$ cat src/sequential_list_table_macros.svh
// Assertion macros used by the list table RTL.
`ifndef SEQUENTIAL_LIST_TABLE_MACROS_SVH
`define SEQUENTIAL_LIST_TABLE_MACROS_SVH

// Check a property on every clock edge outside reset.
`define SLT_ASSERT(lbl, prop, msg) \
  lbl: assert property (@(posedge clk) disable iff (!rst_n) (prop)) else $error(msg);

// Check a property on every clock edge, reset included.
`define SLT_ASSERT_ALWAYS(lbl, prop, msg) \
  lbl: assert property (@(posedge clk) (prop)) else $error(msg);

`endif

$ cat src/slt_pkg.sv
// Types, codes and defaults for the sequential list table.
`timescale 1ns / 1ps
package slt_pkg;

  localparam int SLT_DEPTH  = 64;
  localparam int SLT_ELEM_W = 32;

  // Request modes
  localparam logic [1:0] MODE_FIND   = 2'd0;
  localparam logic [1:0] MODE_INSERT = 2'd1;
  localparam logic [1:0] MODE_DELETE = 2'd2;

  // Result status codes
  localparam logic [1:0] STAT_OK        = 2'd0;
  localparam logic [1:0] STAT_NOT_FOUND = 2'd1;
  localparam logic [1:0] STAT_FULL      = 2'd2;
  localparam logic [1:0] STAT_BAD_POS   = 2'd3;

  typedef struct packed {
    logic [1:0]  mode;
    logic [31:0] value;
    logic [6:0]  position;
  } slt_in_t;

  typedef struct packed {
    logic [1:0] status;
    logic [5:0] found_index;
    logic [6:0] count;
  } slt_out_t;

  typedef enum logic [1:0] {
    OP_HOLD,
    OP_SHIFT_UP,
    OP_SHIFT_DOWN
  } slt_op_t;

  // Broadcast command from the controller to every cell
  typedef struct packed {
    slt_op_t op;
    logic    probe_clr;
  } slt_cmd_t;

  typedef enum logic {
    ST_IDLE,
    ST_SEARCH
  } slt_state_t;

endpackage

$ cat src/slt_cell.sv
// One list cell: holds an element and one stage of the search probe line.
`timescale 1ns / 1ps
module slt_cell
  import slt_pkg::*;
#(
  parameter int ELEMENT_WIDTH = SLT_ELEM_W,
  parameter int IDX_W         = 6
) (
  input  logic                     clk,
  input  logic                     rst_n,
  input  logic [IDX_W-1:0]         cell_idx,
  input  slt_cmd_t                 cmd,
  input  logic [IDX_W-1:0]         pos0,
  input  logic [ELEMENT_WIDTH-1:0] ins_value,
  input  logic [ELEMENT_WIDTH-1:0] left_data,
  input  logic [ELEMENT_WIDTH-1:0] right_data,
  input  logic                     probe_v_in,
  input  logic [ELEMENT_WIDTH-1:0] probe_val_in,
  output logic [ELEMENT_WIDTH-1:0] data,
  output logic                     probe_v,
  output logic [ELEMENT_WIDTH-1:0] probe_val,
  output logic                     hit
);

  logic [ELEMENT_WIDTH-1:0] data_r, data_nxt;
  logic                     probe_v_r, probe_v_nxt;
  logic [ELEMENT_WIDTH-1:0] probe_val_r;

  always_comb begin
    data_nxt = data_r;
    case (cmd.op)
      OP_SHIFT_UP: begin
        if (cell_idx > pos0) begin
          data_nxt = left_data;
        end else if (cell_idx == pos0) begin
          data_nxt = ins_value;
        end
      end
      OP_SHIFT_DOWN: begin
        if (cell_idx >= pos0) begin
          data_nxt = right_data;
        end
      end
      default: data_nxt = data_r;
    endcase
  end

  // Drop the probe everywhere when the controller ends a search
  assign probe_v_nxt = probe_v_in & ~cmd.probe_clr;

  always_ff @(posedge clk) begin
    if (!rst_n) begin
      probe_v_r <= 1'b0;
    end else begin
      probe_v_r <= probe_v_nxt;
    end
  end

  always_ff @(posedge clk) begin
    data_r      <= data_nxt;
    probe_val_r <= probe_val_in;
  end

  assign data      = data_r;
  assign probe_v   = probe_v_r;
  assign probe_val = probe_val_r;
  assign hit       = probe_v_r && (data_r == probe_val_r);

endmodule

$ cat config.mk
export PLATFORM = sky130hd
export DESIGN_NAME = slt_cell
export DESIGN_NICKNAME = d
export VERILOG_FILES = /design/src/sequential_list_table_macros.svh /design/src/slt_pkg.sv /design/src/slt_cell.sv
export SDC_FILE = /design/constraint.sdc
export NUM_CORES = 1
export LEC_CHECK = 0
export ABC_CLOCK_PERIOD_IN_PS = 3650
export BUFFER_PORTS_ARGS = -buffer_cell sky130_fd_sc_hd__buf_2
export CELL_PAD_IN_SITES_DETAIL_PLACEMENT = 1
export CELL_PAD_IN_SITES_GLOBAL_PLACEMENT = 1
export CORE_AREA = 2 2 108 110
export DETAILED_ROUTE_END_ITERATION = 12
export DIE_AREA = 0 0 110 112
export MAX_ROUTING_LAYER = met4
export PLACE_DENSITY = 0.85
export SETUP_SLACK_MARGIN = 0.15
export SKIP_CTS_REPAIR_TIMING = 1
export SLEW_MARGIN = 20
export SYNTH_ARGS = -nofsm -noshare
export SYNTH_HDL_FRONTEND = slang
export SYNTH_SLANG_ARGS = --single-unit
$ cat constraint.sdc
create_clock -name clk -period 3.65 [get_ports clk]
set_input_delay 1.095 -clock clk [delete_from_list [all_inputs] [get_ports clk]]
set_output_delay 1.095 -clock clk [all_outputs]
set_load 0.05 [all_outputs]
Word-level counts from Yosys, hierarchy flattened
Index checks and enable logic that the tools add are counted.
{"block": "op_classes", "n_lt_le_gt_ge": 2, "bitwise_logic": 2, "n_reduce_logical": 3, "n_mux": 4, "eq_ne": 6}
{"operator": "two-way mux 32 bit", "n": 3}
{"operator": "one-hot mux 32 bit (2 select lines)", "n": 1}
{"operator": "== test 32 bit", "n": 1}
{"operator": "== test 6 bit", "n": 1}
{"operator": ">= comparator 6 bit", "n": 1}
{"operator": "> comparator 6 bit", "n": 1}
{"operator": "inequality test 3 bit, second input constant", "n": 1}
{"operator": "AND reduction 3 bit", "n": 1}
{"operator": "== test 2 x 1 -> 1 bit, second input constant", "n": 1}
{"operator": "== test 2 bit, second input constant", "n": 1}
{"operator": "inequality test 2 bit, second input constant", "n": 1}
{"operator": "nonzero test 2 bit", "n": 1}
{"operator": "bitwise AND 1 bit", "n": 1}
{"operator": "logical AND 1 bit", "n": 1}
{"operator": "NOT 1 bit", "n": 1}
{"block": "word_totals", "ff_bits": 65, "word_cells": 20, "inputBits": 146, "out_inout_bits": 66}

Logic depth before layout (Yosys ltp)
Gate-level depths: netlist of the first run.
{"block": "depth", "ltp_word": 4, "depth_mapped": 7, "ltp_nobuf": 6}

Worst setup path before layout of the first run
OpenSTA, ideal clock, no wires.
{"block": "synth_timing", "path_type": "input-to-reg", "startpoint": "input port pos0[5]", "endpoint": "register data_r[0], in the netlist data[0], enable pin", "path_slack_ns": -0.138, "setup_time_ns": 0.432, "t_required_ns": 3.218, "path_stages": 6, "n_path_buf": 0, "arrival_time_ns": 3.356, "path_cell_list": "inv_1 ha_1 nand4_2 a31oi_1 nor2_1 a21oi_1"}
{"block": "synth_between", "elab_chain_len": 3, "word_cells_on_any_way": 6, "cone_classes": "order compare (2); eq/ne (3); reduce/logical (1)"}
{"element": "start, declared", "line_no": "slt_cell.sv:13", "source": "input logic [IDX_W-1:0] pos0,"}
{"element": "> comparator 6 bit, or another cell as far along", "line_no": "slt_cell.sv:33", "source": "if (cell_idx > pos0) begin"}
{"element": "inequality test 3 bit (no line) or inequality test 2 bit (tied branches)"}
{"element": "AND reduction 3 bit (no line) (*)"}
{"element": "end signal, assigned", "line_no": "slt_cell.sv:60", "source": "data_r <= data_nxt;"}
{"element": "end, declared", "line_no": "slt_cell.sv:25", "source": "logic [ELEMENT_WIDTH-1:0] data_r, data_nxt;"}
Mark *: on every way between the ends. The rest lies on a longest branch, timed or not.
A chain may end at the register's enable or synchronous reset.

Final worst setup path of the first run
{"block": "layout_timing", "startpoint": "register data_r[31], in the netlist data[31]", "endpoint": "output port hit"}
{"block": "layout_between", "elab_chain_len": 2}
{"element": "== test 32 bit", "line_no": "slt_cell.sv:67", "source": "assign hit = probe_v_r && (data_r == probe_val_r);"}
{"element": "logical AND 1 bit", "line_no": "slt_cell.sv:67"}
{"element": "end, declared", "line_no": "slt_cell.sv:22", "source": "output logic hit"}
Every way passes these cells.

==> impl_metrics.py, run 1 <==
metrics = {
    "die": {
        "fp.dieW_um": 110,
        "io_pins": 212,
        "die-area_mm2": 0.0123,
        "die_h_um": 112,
        "fp-row-count": 39,
        "core_mm2": 0.0112,
        "start_util": 0.275,
    },
    "detailed_routing": {
        "viasPerCell": 4.37,
        "firstDrtPassIters": 4,
        "drt_wl_total_um": 9300,
        "remaining_drc_errors": 0,
        "wire_per_inst_um": 16.1,
        "antenna_left": 0,
        "drt-initial-drc-count": 57,
        "vias": 2522,
    },
    "setup_path": {
        "worstPathMaxFanout": 2,
        "critPathCaptureType": "primary output",
        "slowest_delay_ps": 450,
        "crit_end": "hit",
        "cp.depth": 5,
        "critPathKind": "register to primary output",
        "path_buf_inv": 1,
        "crit_required_ps": 2550,
        "cp_top_family": "simple AND/OR/NAND/NOR gates",
        "crit_slowest_cell": "nor4_1",
        "start_kind": "register",
        "cp_cell_sequence": "xor2_1 -> nor4_1 -> nand4_1 -> nor3_1 -> buf_2",
        "crit_arrival_ps": 2130,
        "crit_start": "data[31]",
    },
    "sta": {
        "finalSetupTns_ps": 0,
        "worstMarginPinSlew_ps": 556,
        "slew_headroom": 0.628,
        "setup_viol": 0,
        "max_freq_mhz": 310,
        "post-route-period-util": 0.885,
        "post-route-min-period_ps": 3230,
        "slew_viol_final": 0,
        "hold_violations": 0,
        "rsz0062_at_grt": "false",
    },
    "global_routing": {
        "grt_pass1_wl_um": 13900,
        "grt_pass1_vias": 2767,
        "grt_max_degree": 18,
        "grt_usage": 0.157,
        "gr-total-overflow": 0,
        "antenna_found_initial": 0,
    },
    "pwr": {
        "swShare": 0.316,
        "clkPwrFrac": 0.343,
        "pwr-share-comb": 0.266,
        "p_per_area_mw_per_mm2": 496,
        "seq_power_share": 0.391,
        "intPower_uw": 1560,
        "vdd_drop_max_mv": 0.257,
        "leakage_uw": 0.00222,
        "switchingPower_uw": 720,
    },
    "place": {
        "placed_area_mm2": 0.00433,
        "dp_hpwl_um": 7810,
        "gp_congestion": 0.763,
        "io_buffer_count": 211,
    },
    "hold_path": {
        "hold_path.class": "primary input to register",
    },
    "logic_synthesis": {
        "synth_top_cell_by_area": "edfxtp_1",
        "async_flop_share": 0,
        "syn_avg_cell_area_um2": 14.7,
        "synthDominantCellAreaShare": 0.313,
        "synth_area_leaders": "edfxtp_1, dfxtp_1, mux2_4",
        "ys.warnings.count": 0,
        "syn_nets": 361,
        "syn_inst": 209,
        "synth_seq_cells": 65,
        "synth.distinct_cells": 25,
        "netlist_area_mm2": 0.00307,
        "synth_ff_type": "dfxtp_1",
        "synth_edf_count": 32,
        "ys_seq_area_frac": 0.528,
    },
    "clocking": {
        "cts.sinks": 65,
        "cts_buffer_depth": 2,
        "cts_root_buf": "clkbuf_16",
        "cts_tree": "done",
        "clkSlewWorstSetupHoldPaths_ps": 60,
        "cts_max_level": 3,
        "cts_buffers": 9,
    },
    "cells_and_area": {
        "fill_cells": 1293,
        "stdcell_area_mm2": 0.00459,
        "area_growth_pct": 49.6,
        "layout.nets": 581,
        "drive_above_1_share": 0.687,
        "n_antenna_cell": 0,
    },
    "run_status": {
        "status": "finished, final reports clean",
    },
    "job": {
        "drv_cap": 0,
    },
}
-- worst min-delay path by stage --
stage                                 from       endpoint  slack (ps)  depth (start not counted)
after floorplan            probe_val_in[0]   probe_val[0]        1120                          0
after global placement     probe_val_in[7]   probe_val[7]        1200                          1
after detailed placement  probe_val_in[15]  probe_val[15]        1200                          1
after CTS                  probe_val_in[2]   probe_val[2]         850                          1
after global routing      probe_val_in[26]  probe_val[26]         850                          1
final                     probe_val_in[24]  probe_val[24]         860                          1
-- power by group through the flow --
stage / Clock [µW] / Combinational (µW) / Sequential [µW]
6_report: 783 / 607 / 891
3_3_place_gp: 0 / 598 / 903
2_1_floorplan: 0 / 209 / 1120
5_1_grt: 838 / 643 / 898
4_1_cts: 810 / 615 / 892
3_5_place_dp: 0 / 612 / 907
-- cell families after synthesis --
kind of cell	Yosys count	synth area share
compound gates	7	0.0163
xor+xnor	32	0.0912
fa+ha+maj	6	0.0244
buf+inv	15	0.0293
flops	65	0.528
mux	64	0.271
simple gates	20	0.0395
-- sequential cells by signal, summed over array words and instances (netlist names) --
name	count
probe_v	1
data	32
probe_val	32
-- layout make-up --
cell class	instances	area, µm²	share of cell area
clock buffers	13	250	0.0545
well taps	143	179	0.0389
inverters	8	30.0	0.00654
multi-input cells	129	1390	0.303
repair buffers	216	1110	0.241
clock inverters	3	17.5	0.00381
flip-flops and latches	65	1620	0.353
-- cell usage in the layout (no fill, tap or decap), types with 2 or more instances in the layout --
master       n
nand2b_1     2
nor3_1       2
dfxtp_1     33
ha_1         6
nand2_1      2
buf_4        4
edfxtp_1    32
a21oi_1      2
xor2_1      31
clkbuf_16    9
mux2_4      30
clkbuf_1     3
nand3_1      2
clkinv_2     2
buf_2      211
inv_1        8
nor4_1       7
mux2_2      34
-- through the flow --
step,utilization,setup slack (ps),instances,hold slack [ps],total power [µW]
floorplan,-,238,209,1120,1330
global placement,0.387,664,561,1200,1500
detailed placement,0.387,604,561,1200,1520
CTS,0.411,297,577,845,2320
global route,0.411,246,577,845,2380
finish,0.411,421,577,859,2280
-- synthesized netlist by cell type (all sizes together) (2+ instances only) --
cell	number
buf	7
a21oi	4
dfxtp	33
inv	8
ha	6
nand2b	2
xor2	31
mux2	64
nand2	2
nor4	7
edfxtp	32
nor3	2
nand3	2
nand4	2
-- metal layers --
| layer | share of wire | wire length [µm] | vias to the layer above | global-route usage |
|---|---|---|---|---|
| li1 | - | - | 1195 | - |
| met4 | 0.024 | 221 | 0 | 0.0684 |
| met1 | 0.36 | 3310 | 1186 | 0.158 |
| met3 | 0.085 | 790 | 20 | 0.0486 |
| met5 | 0 | 0 | - | - |
| met2 | 0.53 | 4970 | 121 | 0.274 |
Note: power is estimated with default switching activity, not from simulation.
==> run 2, diff against run 1 <==
Settings changed: BUFFER_PORTS_ARGS -buffer_cell sky130_fd_sc_hd__buf_2 to -buffer_cell sky130_fd_sc_hd__buf_4.
==> run 2 against run 1 <==
  * Die area did not move
  * Sequential power hardly changed
  * Fmax grew 3.3%
  * First-iteration DRC count is 25% lower
  * Clock power is 6.3% higher
  * Setup slack improved by 100 ps
  * Final cell count is the same
  * Global-route usage increased by 0.054 points
  * Non-clock buffer count is the same
  * Wire length is 3.7% higher
  * Via count fell by 0.40%
  * Power grew 5.8%
  * Critical path type unchanged
  * Largest power group unchanged
  * Highest routed layer unchanged
==> impl_metrics.py, run 2 (synthesized netlist as in run 1, its figures left out) <==
metrics = {
    "detailed_routing": {
        "remaining_drc_errors": 0,
        "wire_per_inst_um": 16.7,
        "antenna_left": 0,
        "drt_wl_total_um": 9640,
        "vias": 2512,
        "firstDrtPassIters": 4,
        "viasPerCell": 4.35,
        "drt-initial-drc-count": 43,
    },
    "sta": {
        "whs_ps": 873,
        "setup_viol": 0,
        "worstMarginPinSlew_ps": 550,
        "hold_violations": 0,
        "max_freq_mhz": 320,
        "post-route-min-period_ps": 3130,
        "slew_viol_final": 0,
        "finalSetupTns_ps": 0,
        "slew_headroom": 0.632,
        "rsz0062_at_grt": "false",
        "post-route-period-util": 0.856,
        "setup_ws_ps": 524,
    },
    "die": {
        "fp-row-count": 39,
        "die-area_mm2": 0.0123,
        "core_mm2": 0.0112,
        "io_pins": 212,
        "die_h_um": 112,
        "start_util": 0.275,
        "fp.dieW_um": 110,
    },
    "setup_path": {
        "start_kind": "register",
        "cp_top_family": "simple AND/OR/NAND/NOR gates",
        "crit_required_ps": 2550,
        "critPathCaptureType": "primary output",
        "critPathKind": "register to primary output",
        "slowest_delay_ps": 420,
        "worstPathMaxFanout": 2,
        "cp_cell_sequence": "xor2_1 -> nor4_1 -> nand4_1 -> nor3_1 -> buf_4",
        "crit_slowest_cell": "edfxtp_1",
        "path_buf_inv": 1,
        "crit_arrival_ps": 2030,
    },
    "cells_and_area": {
        "n_antenna_cell": 0,
        "drive_above_1_share": 0.684,
        "layoutNonFillerInstCount": 577,
        "final_common_cell": "buf_4",
        "area_growth_pct": 67.5,
        "layout_common_cells": "buf_4, mux2_2, dfxtp_1, edfxtp_1, xor2_1",
        "layout.nets": 581,
    },
    "pwr": {
        "power_uw": 2410,
        "leakage_uw": 0.00242,
        "vdd_drop_max_mv": 0.186,
        "p_per_area_mw_per_mm2": 469,
    },
    "global_routing": {
        "antenna_found_initial": 0,
        "grt_pass1_wl_um": 14000,
        "gr-total-overflow": 0,
        "grt_max_degree": 18,
        "grt_usage": 0.157,
        "grt_pass1_vias": 2836,
    },
    "clocking": {
        "cts_max_level": 3,
        "cts.sinks": 65,
        "cts_buffers": 9,
        "cts_root_buf": "clkbuf_16",
        "clkSlewWorstSetupHoldPaths_ps": 50,
        "cts_tree": "done",
        "cts_buffer_depth": 2,
    },
    "job": {
        "drv_cap": 0,
    },
    "place": {
        "gp_congestion": 0.756,
        "placedCellCount": 561,
        "pre_cts_slack_ps": 581,
        "dp_hpwl_um": 8010,
        "io_buffer_count": 211,
    },
    "hold_path": {
        "hold_path.class": "primary input to register",
    },
    "run_status": {
        "status": "finished, final reports clean",
    },
}
==> run 2: area by class of cell <==
class                   count  area [µm²]
flip-flops and latches     65        1620
well taps                 143         179
multi-input cells         129        1390
inverters                   8        30.0
clock inverters             4        42.5
repair buffers            216        1630
clock buffers              12         246
fillers                  1188        6030
==> run 2: power by group <==
| part | total [µW] | switching, µW | internal (µW) |
|---|---|---|---|
| Combinational | 686 | 371 | 315 |
| Clock | 832 | 291 | 541 |
| Sequential | 894 | 46.5 | 848 |
==> run 2: routing by layer <==
layer / wire [µm] / track usage / up-vias / part of all wire
li1: - / - / 1198 / -
met1: 3460 / 0.159 / 1177 / 0.36
met2: 5260 / 0.283 / 118 / 0.55
met3: 699 / 0.0310 / 19 / 0.073
met4: 221 / 0.0751 / 0 / 0.023
met5: 0 / - / - / 0
==> run 2: path summary, 6_finish.rpt <==
path / to / startpoint / slack (ps) / depth (start not counted)
setup / recovery: hit / data[14] / 520 / 5
hold / removal: probe_val[24] / probe_val_in[24] / 870 / 1
==> run 2: per-stage QoR <==
step | utilization | area (µm²)
floorplan | - | 3080
global placement | 0.434 | 4850
detailed placement | 0.434 | 4850
CTS | 0.460 | 5140
global route | 0.460 | 5140
finish | 0.460 | 5140
==> run 3, diff against run 2 <==
Settings changed: CTS_BUF_LIST set to sky130_fd_sc_hd__clkbuf_8 sky130_fd_sc_hd__clkbuf_16.
==> run 3 against run 2 <==
  * Non-clock buffer count did not move
  * First-iteration DRC count fell by 7.0%
  * Combinational power barely moved
  * Cell area did not move
  * Die area did not move
  * Power fell by 0.21%
  * Critical endpoint unchanged
  * Global-route usage did not move
==> impl_metrics.py, run 3 (synthesized netlist as in run 1, its figures left out) <==
metrics = {
    "run_status": {
        "status": "finished, final reports clean",
    },
    "setup_path": {
        "start_kind": "register",
        "path_buf_inv": 1,
        "critPathKind": "register to primary output",
        "crit_arrival_ps": 2030,
        "cp_top_family": "simple AND/OR/NAND/NOR gates",
        "cp_cell_sequence": "xor2_1 -> nor4_1 -> nand4_1 -> nor3_1 -> buf_4",
        "crit_required_ps": 2550,
        "slowest_delay_ps": 420,
        "worstPathMaxFanout": 2,
        "critPathCaptureType": "primary output",
        "cp.depth": 5,
        "crit_slowest_cell": "edfxtp_1",
    },
    "sta": {
        "setup_ws_ps": 524,
        "post-route-min-period_ps": 3130,
        "slew_viol_final": 0,
        "slew_headroom": 0.632,
        "post-route-period-util": 0.856,
        "setup_viol": 0,
        "rsz0062_at_grt": "false",
        "hold_violations": 0,
        "worstMarginPinSlew_ps": 550,
        "finalSetupTns_ps": 0,
        "max_freq_mhz": 320,
    },
    "global_routing": {
        "grt_max_degree": 18,
        "antenna_found_initial": 0,
        "gr-total-overflow": 0,
        "grt_usage": 0.157,
        "grt_pass1_vias": 2836,
        "grt_pass1_wl_um": 14000,
    },
    "cells_and_area": {
        "stdcell_area_mm2": 0.00514,
        "fill_cells": 1188,
        "drive_above_1_share": 0.684,
        "area_growth_pct": 67.5,
        "final_common_cell": "buf_4",
        "n_antenna_cell": 0,
        "layout_common_cells": "buf_4, mux2_2, dfxtp_1, edfxtp_1, xor2_1",
        "layout.nets": 581,
    },
    "detailed_routing": {
        "drt_wl_total_um": 9640,
        "wire_per_inst_um": 16.7,
        "vias": 2512,
        "viasPerCell": 4.35,
        "antenna_left": 0,
        "firstDrtPassIters": 4,
        "remaining_drc_errors": 0,
        "drt-initial-drc-count": 40,
    },
    "pwr": {
        "vdd_drop_max_mv": 0.186,
        "leakage_uw": 0.00243,
        "p_per_area_mw_per_mm2": 468,
    },
    "place": {
        "pre_cts_slack_ps": 581,
        "io_buffer_count": 211,
        "gp_congestion": 0.756,
        "placed_area_mm2": 0.00485,
        "dp_hpwl_um": 8010,
    },
    "hold_path": {
        "hold_end": "probe_val[24]",
        "hold_path.class": "primary input to register",
        "min_path_cells": 1,
        "hold_start": "probe_val_in[24]",
    },
    "clocking": {
        "cts_buffers": 9,
        "cts_tree": "done",
        "cts_root_buf": "clkbuf_16",
        "clkSlewWorstSetupHoldPaths_ps": 50,
        "cts.sinks": 65,
        "cts_buffer_depth": 2,
        "cts_max_level": 3,
    },
    "die": {
        "die-area_mm2": 0.0123,
        "start_util": 0.275,
        "io_pins": 212,
        "core_mm2": 0.0112,
        "fp.dieW_um": 110,
        "fp-row-count": 39,
        "die_h_um": 112,
    },
    "job": {
        "drv_cap": 0,
    },
}
## run 3: changes by cell type in the layout (fill, tap and decap cells not counted), sizes merged
cell    change
clkbuf      -2
inv         +2
## run 3: layer usage
metal | track usage | vias to the layer above | wire length, µm
li1 | - | 1198 | -
met1 | 0.159 | 1177 | 3460
met2 | 0.283 | 118 | 5260
met3 | 0.0310 | 19 | 699
met4 | 0.0751 | 0 | 221
met5 | - | - | 0
## run 3: how the worst max path moves through the flow
stage | endpoint | startpoint
after floorplan | hit | data[17]
after global placement | data[31] | cmd[1]
after detailed placement | data[31] | cmd[1]
after CTS | hit | data[14]
after global routing | hit | data[31]
final | hit | data[14]
## run 3: area by class of cell
class,instances,area (µm²),share of cell area
clock buffers,10,239,0.0465
clock inverters,6,50.0,0.00973
repair buffers,216,1630,0.318
well taps,143,179,0.0348
flip-flops and latches,65,1620,0.315
inverters,8,30.0,0.00584
multi-input cells,129,1390,0.270
## run 3: per-stage QoR
| stage | total power (µW) | hold slack [ps] | util | cells |
|---|---|---|---|---|
| 6_report | 2410 | 873 | 0.460 | 577 |
| 5_1_grt | 2510 | 855 | 0.460 | 577 |
| 4_1_cts | 2450 | 857 | 0.460 | 577 |
| 3_5_place_dp | 1600 | 1200 | 0.434 | 561 |
| 3_3_place_gp | 1580 | 1200 | 0.434 | 561 |
| 2_1_floorplan | 1330 | 1120 | - | 209 |
## run 3: power by group
part	switching, µW	total, µW	internal, µW
clock network	292	827	536
registers	46.5	894	847
logic	371	686	315
